[src/rtl/core/mafs_pkg.sv]
// Shared constants, lookup tables and types for the MPEG audio frame scanner.
`default_nettype none
package mafs_pkg;

   localparam int FRAME_COUNT_BITS = 24;
   localparam int BITRATE_BITS     = 19;
   localparam int RATE_BITS        = 16;
   localparam int SKIP_BITS        = 12;
   localparam int SIZE_BITS        = 32;
   localparam int OUT_COUNT_BITS   = 24;
   localparam int SUM_BITS         = FRAME_COUNT_BITS + BITRATE_BITS;
   localparam int DVD_BITS         = (SUM_BITS > SIZE_BITS) ? SUM_BITS : SIZE_BITS;
   localparam int DVS_BITS         = (FRAME_COUNT_BITS > BITRATE_BITS) ?
                                     FRAME_COUNT_BITS : BITRATE_BITS;
   localparam int CNT_BITS         = $clog2(DVD_BITS);
   localparam int KBPS_BITS        = 9;

   localparam logic [11:0] SYNC_MARK         = 12'hFFF;
   localparam int unsigned BPS_SCALE         = 1000;
   localparam int unsigned FRAME_BYTES_SCALE = 144000;
   localparam logic [1:0]  MODE_MONO         = 2'b11;
   localparam logic [3:0]  BRI_FREE          = 4'h0;
   localparam logic [3:0]  BRI_BAD           = 4'hF;
   localparam logic [1:0]  RI_BAD            = 2'd3;
   localparam logic [1:0]  LAYER_NONE        = 2'b00;

   typedef enum logic [2:0] {
      ST_IDLE,
      ST_FDIV,
      ST_AVG,
      ST_LEN,
      ST_EMIT
   } state_type;

   typedef logic [KBPS_BITS-1:0] kbps_row_type [16];

   localparam kbps_row_type KBPS_ZERO = '{default: 9'd0};
   localparam kbps_row_type KBPS_V2   = '{9'd0, 9'd8, 9'd16, 9'd24, 9'd32, 9'd40, 9'd48,
      9'd56, 9'd64, 9'd80, 9'd96, 9'd112, 9'd128, 9'd144, 9'd160, 9'd0};
   localparam kbps_row_type KBPS_V2L1 = '{9'd0, 9'd32, 9'd48, 9'd56, 9'd64, 9'd80, 9'd96,
      9'd112, 9'd128, 9'd144, 9'd160, 9'd176, 9'd192, 9'd224, 9'd256, 9'd0};
   localparam kbps_row_type KBPS_L3   = '{9'd0, 9'd32, 9'd40, 9'd48, 9'd56, 9'd64, 9'd80,
      9'd96, 9'd112, 9'd128, 9'd160, 9'd192, 9'd224, 9'd256, 9'd320, 9'd0};
   localparam kbps_row_type KBPS_L2   = '{9'd0, 9'd32, 9'd48, 9'd56, 9'd64, 9'd80, 9'd96,
      9'd112, 9'd128, 9'd160, 9'd192, 9'd224, 9'd256, 9'd320, 9'd384, 9'd0};
   localparam kbps_row_type KBPS_L1   = '{9'd0, 9'd32, 9'd64, 9'd96, 9'd128, 9'd160, 9'd192,
      9'd224, 9'd256, 9'd288, 9'd320, 9'd352, 9'd384, 9'd416, 9'd448, 9'd0};

   function automatic logic [KBPS_BITS-1:0] kbps_lookup(input logic [2:0] ver,
                                                        input logic [3:0] idx);
      logic [KBPS_BITS-1:0] v;
      case (ver)
         3'd1, 3'd2: v = KBPS_V2[idx];
         3'd3:       v = KBPS_V2L1[idx];
         3'd5:       v = KBPS_L3[idx];
         3'd6:       v = KBPS_L2[idx];
         3'd7:       v = KBPS_L1[idx];
         default:    v = KBPS_ZERO[idx];
      endcase
      return v;
   endfunction

   function automatic logic [RATE_BITS-1:0] hz_lookup(input logic [1:0] ri,
                                                      input logic mpeg1);
      logic [RATE_BITS-1:0] v;
      case (ri)
         2'd0:    v = mpeg1 ? 16'd44100 : 16'd22050;
         2'd1:    v = mpeg1 ? 16'd48000 : 16'd24000;
         2'd2:    v = mpeg1 ? 16'd32000 : 16'd16000;
         default: v = '0;
      endcase
      return v;
   endfunction

endpackage
`default_nettype wire

[src/rtl/core/mpeg_audio_frame_scanner.sv]
// MPEG audio frame scanner: header search, frame skipping and stream summary.
//
// Usage: bytes of the stream arrive one per beat on the req_ channel; the byte
// flagged req_end_of_stream ends the stream and produces one beat on rsp_
// carrying frame count, average bitrate, length in seconds, channels, rate
// and the VBR flag. csr_write_data sets the file size; the user must write
// it only while the block is idle, as the block itself does not enforce this.
// A plain byte (window shift or skipped byte) is accepted without a stall.
// A byte that completes a valid header stalls the req_ channel while the
// single shared restoring divider computes the frame length.
// The last byte also runs the divider for average bitrate, then length, and
// then loads the output register, after any frame length division it needs.
// The result sits in an output register; the next byte is taken while it
// waits, and only a further end-of-stream result stalls until rsp_ready.
// Reset (synchronous) clears all counters, the window, the skip count and
// the stop flag; file size returns to 0.
`default_nettype none
module mpeg_audio_frame_scanner
   import mafs_pkg::*;
(
   input  wire logic                      clock,
   input  wire logic                      reset,
   input  wire logic                      csr_write_enable,
   input  wire logic [SIZE_BITS-1:0]      csr_write_data,
   input  wire logic                      req_valid,
   output logic                           req_ready,
   input  wire logic [7:0]                req_data_byte,
   input  wire logic                      req_end_of_stream,
   output logic                           rsp_valid,
   input  wire logic                      rsp_ready,
   output logic [OUT_COUNT_BITS-1:0]      rsp_frame_count,
   output logic [BITRATE_BITS-1:0]        rsp_average_bitrate,
   output logic [SIZE_BITS-1:0]           rsp_length_seconds,
   output logic [1:0]                     rsp_channel_count,
   output logic [RATE_BITS-1:0]           rsp_sample_rate,
   output logic                           rsp_variable_bitrate
);

   state_type state_ff, state_in;

   logic [SIZE_BITS-1:0]        file_size_ff;
   logic [31:0]                 window_ff;
   logic [2:0]                  fill_ff;
   logic [SKIP_BITS-1:0]        skip_ff;
   logic [FRAME_COUNT_BITS-1:0] frames_ff;
   logic [SUM_BITS-1:0]         sum_ff;
   logic [BITRATE_BITS-1:0]     prev_bps_ff;
   logic [1:0]                  channels_ff;
   logic [RATE_BITS-1:0]        rate_ff;
   logic                        vbr_ff;
   logic                        stopped_ff;
   logic                        eos_ff;
   logic                        pad_ff;
   logic [BITRATE_BITS-1:0]     avg_ff;
   logic                        rsp_valid_ff;

   logic [DVD_BITS-1:0]         dvd_ff;
   logic [DVS_BITS-1:0]         rem_ff;
   logic [DVS_BITS-1:0]         dvs_ff;
   logic [CNT_BITS-1:0]         cnt_ff;

   // control decode
   logic accept, div_step, load_fdiv, load_avg, load_len, emit;

   logic [31:0]                 win_in;
   logic [2:0]                  fill_in;
   logic                        scan_byte, sync_hit, hdr_bad, hdr_ok;
   logic [3:0]                  bri;
   logic [1:0]                  ri;
   logic [KBPS_BITS-1:0]        kbps;
   logic [RATE_BITS-1:0]        rate_hz;
   logic [BITRATE_BITS-1:0]     rate_bps;
   logic [DVD_BITS-1:0]         frame_dvd;
   logic                        frames_full;

   logic [DVS_BITS:0]           trial;
   logic                        ge;
   logic [DVS_BITS-1:0]         rem_nx;
   logic [DVD_BITS-1:0]         quo_nx;
   logic                        div_last;
   logic [BITRATE_BITS-1:0]     avg_nx;
   logic [BITRATE_BITS-1:0]     bps_nx;
   logic [SKIP_BITS-1:0]        skip_nx;
   logic [31:0]                 fc_wide;

   assign accept = req_valid && req_ready;

   // header decode on the window as it will be after this byte
   always_comb begin
      win_in    = {window_ff[23:0], req_data_byte};
      fill_in   = (fill_ff < 3'd4) ? fill_ff + 3'd1 : fill_ff;
      scan_byte = accept && !stopped_ff && (skip_ff == '0);
      sync_hit  = scan_byte && (fill_in == 3'd4) && (win_in[31:20] == SYNC_MARK);
      bri       = win_in[15:12];
      ri        = win_in[11:10];
      hdr_bad   = (win_in[18:17] == LAYER_NONE) || (bri == BRI_BAD) ||
                  (bri == BRI_FREE) || (ri == RI_BAD);
      hdr_ok    = sync_hit && !hdr_bad;
      kbps      = kbps_lookup(win_in[19:17], bri);
      rate_hz   = hz_lookup(ri, win_in[19]);
      rate_bps  = BITRATE_BITS'(BITRATE_BITS'(kbps) * BITRATE_BITS'(BPS_SCALE));
      frame_dvd = DVD_BITS'(kbps) * DVD_BITS'(FRAME_BYTES_SCALE);
      frames_full = (frames_ff == '1);
   end

   // shared restoring divider, one quotient bit per cycle
   always_comb begin
      trial    = {rem_ff, dvd_ff[DVD_BITS-1]};
      ge       = (trial >= {1'b0, dvs_ff});
      rem_nx   = ge ? DVS_BITS'(trial - {1'b0, dvs_ff}) : trial[DVS_BITS-1:0];
      quo_nx   = {dvd_ff[DVD_BITS-2:0], ge};
      div_last = (cnt_ff == CNT_BITS'(DVD_BITS - 1));
      avg_nx   = (frames_ff == '0) ? '0 : quo_nx[BITRATE_BITS-1:0];
      bps_nx   = ((avg_nx >> 3) == '0) ? BITRATE_BITS'(1) : (avg_nx >> 3);
      skip_nx  = quo_nx[SKIP_BITS-1:0] + SKIP_BITS'(pad_ff) - SKIP_BITS'(4);
      fc_wide  = 32'(frames_ff);
   end

   // next state
   always_comb begin
      state_in = state_ff;
      unique case (state_ff)
         ST_IDLE: begin
            if (accept) begin
               if (hdr_ok)
                  state_in = ST_FDIV;
               else if (req_end_of_stream)
                  state_in = ST_AVG;
            end
         end
         ST_FDIV: begin
            if (div_last)
               state_in = eos_ff ? ST_AVG : ST_IDLE;
         end
         ST_AVG: begin
            if (div_last)
               state_in = ST_LEN;
         end
         ST_LEN: begin
            if (div_last)
               state_in = ST_EMIT;
         end
         ST_EMIT: begin
            if (!rsp_valid_ff || rsp_ready)
               state_in = ST_IDLE;
         end
         default: state_in = ST_IDLE;
      endcase
   end

   // sequencer outputs
   always_comb begin
      req_ready = 1'b0;
      div_step  = 1'b0;
      load_fdiv = 1'b0;
      load_avg  = 1'b0;
      load_len  = 1'b0;
      emit      = 1'b0;
      unique case (state_ff)
         ST_IDLE: begin
            req_ready = 1'b1;
            load_fdiv = req_valid && hdr_ok;
            load_avg  = req_valid && !hdr_ok && req_end_of_stream;
         end
         ST_FDIV: begin
            div_step = 1'b1;
            load_avg = div_last && eos_ff;
         end
         ST_AVG: begin
            div_step = 1'b1;
            load_len = div_last;
         end
         ST_LEN: begin
            div_step = 1'b1;
         end
         ST_EMIT: begin
            emit = !rsp_valid_ff || rsp_ready;
         end
         default: ;
      endcase
   end

   always_ff @(posedge clock) begin
      if (reset) begin
         state_ff     <= ST_IDLE;
         file_size_ff <= '0;
         window_ff    <= '0;
         fill_ff      <= '0;
         skip_ff      <= '0;
         frames_ff    <= '0;
         sum_ff       <= '0;
         prev_bps_ff  <= '0;
         channels_ff  <= '0;
         rate_ff      <= '0;
         vbr_ff       <= 1'b0;
         stopped_ff   <= 1'b0;
         eos_ff       <= 1'b0;
         pad_ff       <= 1'b0;
         avg_ff       <= '0;
         rsp_valid_ff <= 1'b0;
         cnt_ff       <= '0;
      end else begin
         state_ff <= state_in;
         if (csr_write_enable)
            file_size_ff <= csr_write_data;
         if (accept)
            eos_ff <= req_end_of_stream;

         if (accept && !stopped_ff) begin
            if (skip_ff != '0) begin
               skip_ff <= skip_ff - SKIP_BITS'(1);
            end else begin
               window_ff <= win_in;
               fill_ff   <= sync_hit ? 3'd0 : fill_in;
            end
         end

         if (sync_hit && hdr_bad)
            stopped_ff <= 1'b1;

         if (hdr_ok) begin
            if (prev_bps_ff != '0 && rate_bps != prev_bps_ff)
               vbr_ff <= 1'b1;
            prev_bps_ff <= rate_bps;
            channels_ff <= (win_in[7:6] == MODE_MONO) ? 2'd1 : 2'd2;
            rate_ff     <= rate_hz;
            pad_ff      <= win_in[9];
            if (!frames_full) begin
               frames_ff <= frames_ff + FRAME_COUNT_BITS'(1);
               sum_ff    <= sum_ff + SUM_BITS'(rate_bps);
            end
         end

         if (state_ff == ST_FDIV && div_last)
            skip_ff <= skip_nx;
         if (state_ff == ST_AVG && div_last)
            avg_ff <= avg_nx;

         if (load_fdiv || load_avg || load_len)
            cnt_ff <= '0;
         else if (div_step)
            cnt_ff <= cnt_ff + CNT_BITS'(1);

         if (emit)
            rsp_valid_ff <= 1'b1;
         else if (rsp_ready)
            rsp_valid_ff <= 1'b0;
      end
   end

   // divider datapath and result register
   always_ff @(posedge clock) begin
      if (load_fdiv) begin
         dvd_ff <= frame_dvd;
         rem_ff <= '0;
         dvs_ff <= DVS_BITS'(rate_hz);
      end else if (load_avg) begin
         dvd_ff <= DVD_BITS'(sum_ff);
         rem_ff <= '0;
         dvs_ff <= DVS_BITS'(frames_ff);
      end else if (load_len) begin
         dvd_ff <= DVD_BITS'(file_size_ff);
         rem_ff <= '0;
         dvs_ff <= DVS_BITS'(bps_nx);
      end else if (div_step) begin
         dvd_ff <= quo_nx;
         rem_ff <= rem_nx;
      end

      if (emit) begin
         rsp_frame_count      <= (fc_wide > 32'hFFFFFF) ? '1 : fc_wide[OUT_COUNT_BITS-1:0];
         rsp_average_bitrate  <= avg_ff;
         rsp_length_seconds   <= dvd_ff[SIZE_BITS-1:0];
         rsp_channel_count    <= channels_ff;
         rsp_sample_rate      <= rate_ff;
         rsp_variable_bitrate <= vbr_ff;
      end
   end

   assign rsp_valid = rsp_valid_ff;

   // assertions
   a_stop_sticky: assert property (@(posedge clock) disable iff (reset)
      $past(stopped_ff) && !$past(reset) |-> stopped_ff)
      else $error("scan stop flag cleared without reset");

   a_skip_count: assert property (@(posedge clock) disable iff (reset)
      accept && !stopped_ff && skip_ff != '0 |=> skip_ff == $past(skip_ff) - SKIP_BITS'(1))
      else $error("skipped byte did not decrement the skip count");

   a_rsp_source: assert property (@(posedge clock) disable iff (reset)
      $rose(rsp_valid_ff) |-> $past(state_ff) == ST_EMIT)
      else $error("result raised outside the emit step");

   a_header_divides: assert property (@(posedge clock) disable iff (reset)
      accept && hdr_ok |=> state_ff == ST_FDIV && cnt_ff == '0)
      else $error("valid header did not start the frame length division");

endmodule
`default_nettype wire
[config.mk]
export PLATFORM = sky130hd
export DESIGN_NAME = mpeg_audio_frame_scanner
export DESIGN_NICKNAME = d
export VERILOG_FILES = /design/src/rtl/core/mafs_pkg.sv /design/src/rtl/core/mpeg_audio_frame_scanner.sv
export SDC_FILE = /design/constraint.sdc
export NUM_CORES = 1
export LEC_CHECK = 0
export BUFFER_PORTS_ARGS = -buffer_cell sky130_fd_sc_hd__buf_4
export CAP_MARGIN = 15
export CORE_ASPECT_RATIO = 1.25
export CORE_UTILIZATION = 55
export DETAILED_ROUTE_END_ITERATION = 6
export PLACE_DENSITY = 0.77
export RECOVER_POWER = 25
export SLEW_MARGIN = 20
export SYNTH_ARGS = -nofsm -noshare
export SYNTH_HDL_FRONTEND = slang
export SYNTH_SLANG_ARGS = --single-unit
[constraint.sdc]
create_clock -name clock -period 24 [get_ports clock]
set_input_delay 1.2 -clock clock [delete_from_list [all_inputs] [get_ports clock]]
set_output_delay 1.2 -clock clock [all_outputs]
set_load 0.02 [all_outputs]
==> impl_metrics.yaml, run 1 <==
clock_network:
  htree_levels: 2
  clk_latency_ns: 0.53
  cts-root-buf: "clkbuf_16"
  cts_sinks: 373
  post_cts_resized: 0
  cts_buffers: 36
  clkTransAtPathRegs_ns: 0.06
  cts_tree: "done"
  clockBufferDepth: 3
  cts_setup_buffers: 0
  cts_hold_buf: 0
floorplan:
  die_w_um: 172
  initial_utilization_pct: 56.0
  core_um2: 35600
  ioPinCount: 142
  die-area_um2: 37000
  die_h_um: 215
  rows: 77
setup_path:
  cp_num_buf_inv: 4
  crit_arrival_ns: 7.99
  worstSetupEndpointType: "flop"
  r2r-start: "window_ff[11]"
  critPathKind: "flop to flop"
  cp.required_ns: 24.25
  crit_path_start_kind: "flop"
  cp_top_family: "compound AO/OA/AOI/OAI gates"
  rr_worst_depth: 26
  critPathMaxStageDelay_ns: 0.76
  reg2reg_slack_ns: 16.26
  cpMaxStageDelayCell: "dfxtp_1"
  cp_max_fo: 20
  reg2reg_to: "sum_ff[33]"
place:
  hpwlAfterDp_mm: 38.3
  port_buffers: 138
  globalplace.congestion: 0.961
logic_synthesis:
  syn-cell-area_um2: 19900
  synth-seq-cells: 373
  avgSynthCellArea_um2: 9.02
  yosysUniqueCellTypes: 84
  ys_warn_count: 0
  syn_inst: 2209
  synthArstFlopShare_pct: 0
  synth-main-ff-cell: "dfxtp_1"
  synth-edff-count: 126
  ys_seq_area_share_pct: 43.8
power_and_ir_drop:
  switching_power_mw: 0.612
  p_leak_nw: 8.99
  clkPwrFrac_pct: 30.8
  power.total_mw: 1.88
  switching_share_pct: 32.6
  ir_drop_mv: 0.0509
  seq_power_share_pct: 40.6
  pwr_density_cell_nw_per_um2: 84.1
  intPower_mw: 1.26
  p_comb_share_pct: 28.6
global_routing:
  grt_pass1_vias: 15900
  grt_overflow_total: 0
  grt_max_degree: 91
  grt_antenna_before_repair: 0
  grt_usage_pct: 29.2
  grt_pass1_wl_mm: 84.3
route:
  wl_met2_mm: 27.0
  wl_met3_mm: 3.09
  top_layer: "met4"
  drtIter0Drc: 1509
  vias: 16500
  drt_wl_total_mm: 54.0
  wl_met1_mm: 21.1
  wire_per_inst_um: 19.6
  drt.antenna.violating_nets: 0
  dr.pass1.iters: 6
  via_per_inst: 6.00
  drc: 0
layout:
  post_route_cells_drive_above_1_share_pct: 10.6
  fillCellCount: 2965
  final_common_cell: "nand2_1"
  syn_to_final_growth_pct: 12.1
  mostFrequentLayoutCells: "305 x nand2_1, 247 x dfxtp_1, 201 x a21oi_1"
  final_nets: 2442
  antennaDiodeCount: 0
worst_hold_path:
  hold_depth: 0
  worstHoldEndpoint: "rsp_average_bitrate[5]"
  min_path_type: "flop to flop"
  hp-start: "avg_ff[5]"
timing:
  maxSlewViolCount: 318
  final.setup.tns_ns: 0
  finalCriticalPeriod_ns: 7.74
  setup_viol: 0
  fin_crit_sh_pct: 32.2
  tightestPinTransition_ns: 5.05
  final.setup_skew_ns: 0.0174
  rsz0062_at_grt: "no"
  finalHoldViolCount: 0
  fmax_mhz: 129
  relSlewSlack_pct: -236
run:
  cap_violations: 5
run_status:
  outcome: "complete, but fails checks"
  violations: "max-capacitance violations, max-slew violations"
-- synthesized netlist by cell type (all sizes together) (9+ instances only) --
master / number / area (µm²)
nand2: 305 / 1140
dfxtp: 247 / 4940
a21oi: 201 / 1010
nor2: 180 / 676
edfxtp: 126 / 3780
ha: 120 / 1500
clkbuf: 116 / 435
inv: 96 / 360
nand3: 88 / 440
o21ai: 79 / 395
mux2i: 63 / 631
xnor2: 54 / 473
nor3: 42 / 226
a211oi: 38 / 285
xor2: 37 / 324
buf: 34 / 166
o211ai: 34 / 255
nand4: 31 / 200
or3: 30 / 188
nor2b: 24 / 150
fa: 21 / 420
a21o: 20 / 150
and3: 20 / 125
nor4: 16 / 106
and2: 13 / 81.3
or4: 13 / 101
or2: 11 / 68.8
o21a: 10 / 75.1
and4: 9 / 78.8
o31ai: 9 / 67.6
-- power groups by stage --
stage | clock (mW) | sequential, mW | combinational, mW
6_report | 0.577 | 0.762 | 0.537
5_1_grt | 0.606 | 0.767 | 0.596
4_1_cts | 0.582 | 0.760 | 0.532
3_5_place_dp | 0 | 0.773 | 0.526
3_3_place_gp | 0 | 0.770 | 0.513
2_1_floorplan | 0 | 0.746 | 0.428
-- final cells by class --
type / instances / area [µm²] / area share [%]
Clock buffer: 47 / 1040 / 4.64
Clock inverter: 16 / 158 / 0.706
Inverter: 97 / 364 / 1.63
Multi-Input combinational cell: 1591 / 10300 / 46.1
Sequential cell: 373 / 8730 / 39.1
Tap cell: 474 / 593 / 2.66
Timing Repair Buffer: 156 / 1150 / 5.16
-- worst register-to-register path: cells and delay by family, from the launching register on --
| kind | cells | cell delay (ns) |
|---|---|---|
| compound gates | 11 | 2.67 |
| fa+ha+maj | 6 | 2.22 |
| buf+inv | 4 | 0.84 |
| simple gates | 4 | 0.81 |
| flops | 1 | 0.76 |
| xor+xnor | 1 | 0.17 |
-- per-layer routing --
layer	global-route usage, %	up-vias
met5	0	-
met1	35.0	7880
met3	4.16	168
met2	50.1	598
met4	15.6	0
li1	-	7891
-- sequential cells by signal, indices dropped and copies added (netlist names), 2 cells and up --
register             flops
skip_ff                 12
rsp_frame_count         24
rem_ff                  24
fill_ff                  3
cnt_ff                   6
rsp_sample_rate         12
rsp_channel_count        2
frames_ff               24
dvd_ff                  43
window_ff               24
rsp_average_bitrate     19
dvs_ff                  24
file_size_ff            32
avg_ff                  19
prev_bps_ff             13
rsp_length_seconds      32
channels_ff              2
rate_ff                 12
state_ff                 3
sum_ff                  37
-- stage by stage --
| stage | worst slack (ns) | utilization [%] | hold slack (ns) | instances | cell area, µm² |
|---|---|---|---|---|---|
| 4_1_cts | 16.42 | 62.9 | 0.433 | 2754 | 22300 |
| 2_1_floorplan | 16.46 | - | 0.403 | 2211 | 19900 |
| 5_1_grt | 15.55 | 62.8 | 0.445 | 2754 | 22300 |
| 3_3_place_gp | 16.58 | 59.5 | 0.412 | 2691 | 21200 |
| 3_5_place_dp | 16.43 | 59.5 | 0.418 | 2691 | 21200 |
| 6_report | 16.26 | 62.8 | 0.432 | 2754 | 22300 |
-- cells by family (layout without fill, tap and decap cells) --
family | Yosys count | in the layout | share of synthesized area, %
mux | 68 | 68 | 3.50
buf+inv | 247 | 316 | 4.85
compound gates | 476 | 476 | 14.8
fa+ha+maj | 141 | 141 | 9.65
other cells | 1 | 3 | 0.0188
simple gates | 810 | 810 | 19.2
flops | 373 | 373 | 43.8
xor+xnor | 93 | 93 | 4.23
-- worst max path at each step --
stage                        from    endpoint  slack [ns]  cells after the start
floorplan            window_ff[4]  sum_ff[37]       16.46                     23
global placement     window_ff[4]  sum_ff[37]       16.58                     27
detailed placement   window_ff[4]  sum_ff[37]       16.43                     27
CTS                 window_ff[11]  sum_ff[37]       16.42                     26
global route        window_ff[11]  sum_ff[29]       15.55                     26
finish              window_ff[11]  sum_ff[33]       16.26                     26
Power figures use the tool's default switching activity.
==> run 2, diff against run 1 <==
--- a/config.mk
+++ b/config.mk
@@ -10,7 +10,7 @@
 export CORE_ASPECT_RATIO = 1.25
 export CORE_UTILIZATION = 55
 export DETAILED_ROUTE_END_ITERATION = 6
-export PLACE_DENSITY = 0.77
+export PLACE_DENSITY = 0.8
 export RECOVER_POWER = 25
 export SLEW_MARGIN = 20
 export SYNTH_ARGS = -nofsm -noshare
==> constraint.sdc (replaced) <==
create_clock -name clock -period 6.2 [get_ports clock]
set_input_delay 0.31 -clock clock [delete_from_list [all_inputs] [get_ports clock]]
set_output_delay 0.31 -clock clock [all_outputs]
set_load 0.02 [all_outputs]
==> run 2 against run 1 <==
The run ends with negative hold slack, max-capacitance violations, max-slew violations, negative setup slack left. Cell area rose by 8.7%. Clock power increased to 4.3 times the previous value. Total power rose to 4.1 times the previous value. Cell count is 5.6% higher. Count of clock-buffer cells in the layout is 4 higher. Combinational power increased to 4.4 times the previous value. Critical endpoint is now sum_ff[36].
==> impl_metrics.yaml, run 2 (synthesis gave the netlist of run 1 again) <==
run_status:
  outcome: "complete, but fails checks"
  violations: "negative hold slack, max-capacitance violations, max-slew violations, negative setup slack"
floorplan:
  ioPinCount: 142
  die-area_um2: 37000
  rows: 77
  core_um2: 35600
  initial_utilization_pct: 56.0
  die_h_um: 215
  die_w_um: 172
layout:
  final_common_cell: "nand2_1"
  design_area_um2: 24300
  utilization_pct: 68.3
  post_route_cells_drive_above_1_share_pct: 18.8
  regMostFlops: "dvd_ff"
  antennaDiodeCount: 0
  largest_reg_flops: 43
  largest_registers: "dvd_ff x43, sum_ff x37"
  syn_to_final_growth_pct: 21.8
  mostFrequentLayoutCells: "301 x nand2_1, 249 x buf_4, 243 x dfxtp_1"
  final_nets: 2591
clock_network:
  clk_latency_ns: 0.56
  clockBufferDepth: 3
  cts-root-buf: "clkbuf_16"
  cts_tree: "done"
  clkTransAtPathRegs_ns: 0.06
  cts_buffers: 39
  htree_levels: 2
  cts_sinks: 373
route:
  dr.pass1.iters: 5
  drt_wl_total_mm: 59.0
  vias: 17800
  wire_per_inst_um: 20.3
  drt.antenna.violating_nets: 0
  via_per_inst: 6.13
  drtIter0Drc: 1451
  drc: 0
setup_path:
  cpMaxStageDelayCell: "fa_1"
  critPathMostFrequentCell: "ha_4"
  cp_max_fo: 5
  worstSetupEndpointType: "flop"
  cp.required_ns: 6.69
  crit_arrival_ns: 6.76
  critPathKind: "flop to flop"
  crit_path_start_kind: "flop"
  critPathMaxStageDelay_ns: 0.53
timing:
  relSlewSlack_pct: -65.4
  maxSlewViolCount: 33
  finalHoldViolCount: 1
  tightestPinTransition_ns: 2.48
  final.setup.tns_ns: -0.371
  setup_viol: 9
  fmax_mhz: 159
  rsz0062_at_grt: "yes"
  final.setup_skew_ns: 0.0206
  timing.hold.ws_ns: -0.00234
  setup_ws_ns: -0.0705
  finalCriticalPeriod_ns: 6.27
  fin_crit_sh_pct: 101
global_routing:
  grt_overflow_total: 0
  grt_pass1_vias: 17200
  grt_pass1_wl_mm: 89.9
  grt_usage_pct: 31.0
  grt_antenna_before_repair: 0
  grt_max_degree: 99
worst_hold_path:
  min_path_type: "input port to flop"
place:
  port_buffers: 138
  hpwlAfterDp_mm: 39.0
  globalplace.congestion: 0.969
  place_area_um2: 21900
power_and_ir_drop:
  p_leak_nw: 9.87
  ir_drop_mv: 0.193
  pwr_density_cell_nw_per_um2: 320
  power.total_mw: 7.77
run:
  cap_violations: 1
==> run 2: cell type report <==
| cell class | count | area, µm² |
|---|---|---|
| Inverter | 97 | 367 |
| Timing Repair Buffer | 302 | 2260 |
| Clock inverter | 20 | 236 |
| Multi-Input combinational cell | 1591 | 11000 |
| Sequential cell | 373 | 8740 |
| Tap cell | 474 | 593 |
| Clock buffer | 51 | 1100 |
| Fill cell | 2663 | 11300 |
==> run 2: repair_timing <==
item / 4_1_cts / 5_1_grt
hold buffers: 14 / 0
endpoints found under the setup margin: 26 / 28
cloned: 3 / 1
setup buffers: 26 / 16
pin swaps: 29 / 57
gates resized for setup: 61 / 85
endpoints found under the hold margin: 14 / 0
==> run 2: worst max-delay path, delay by kind of cell, from the launching register on <==
family / cells / cell delay [ns]
adders and majority gates: 7 / 2.54
buffers and inverters: 6 / 0.59
AOI/OAI and AO/OA: 7 / 1.29
DFF: 1 / 0.38
muxes: 1 / 0.26
xor gates and xnor gates: 1 / 0.12
and+or+nand+nor: 6 / 1.03
==> run 2: layer usage <==
metal	vias to the layer above	wire (µm)	GRT usage (%)
li1	8201	-	-
met1	8493	21800	36.1
met2	851	29000	52.8
met3	267	4260	5.06
met4	0	3950	18.7
met5	-	0	0
==> run 2: power breakdown <==
group / internal, mW / leakage, nW / switching (mW)
clock network: 1.44 / 0.659 / 1.03
logic: 1.04 / 6.11 / 1.33
registers: 2.72 / 3.09 / 0.221
==> run 2: stage by stage <==
stage / setup slack (ns) / hold WS, ns / std cells
3_3_place_gp: -0.192 / 0.415 / 2780
5_1_grt: -0.263 / 0.00942 / 2908
2_1_floorplan: -0.0238 / 0.403 / 2211
3_5_place_dp: -0.346 / 0.416 / 2780
4_1_cts: 0.00213 / 0.00175 / 2894
6_report: -0.0705 / -0.00234 / 2908
==> run 2: path summary, 6_finish.rpt <==
| check | startpoint | endpoint | slack [ns] | cells after the start |
|---|---|---|---|---|
| worst max-delay path | window_ff[4] | sum_ff[36] | -0.07 | 28 |
| worst min-delay path | csr_write_data[24] | file_size_ff[24] | -0.002 | 3 |
| worst max register to register | window_ff[4] | sum_ff[36] | -0.07 | 28 |
| worst min register to register | avg_ff[0] | rsp_average_bitrate[0] | 0.43 | 0 |
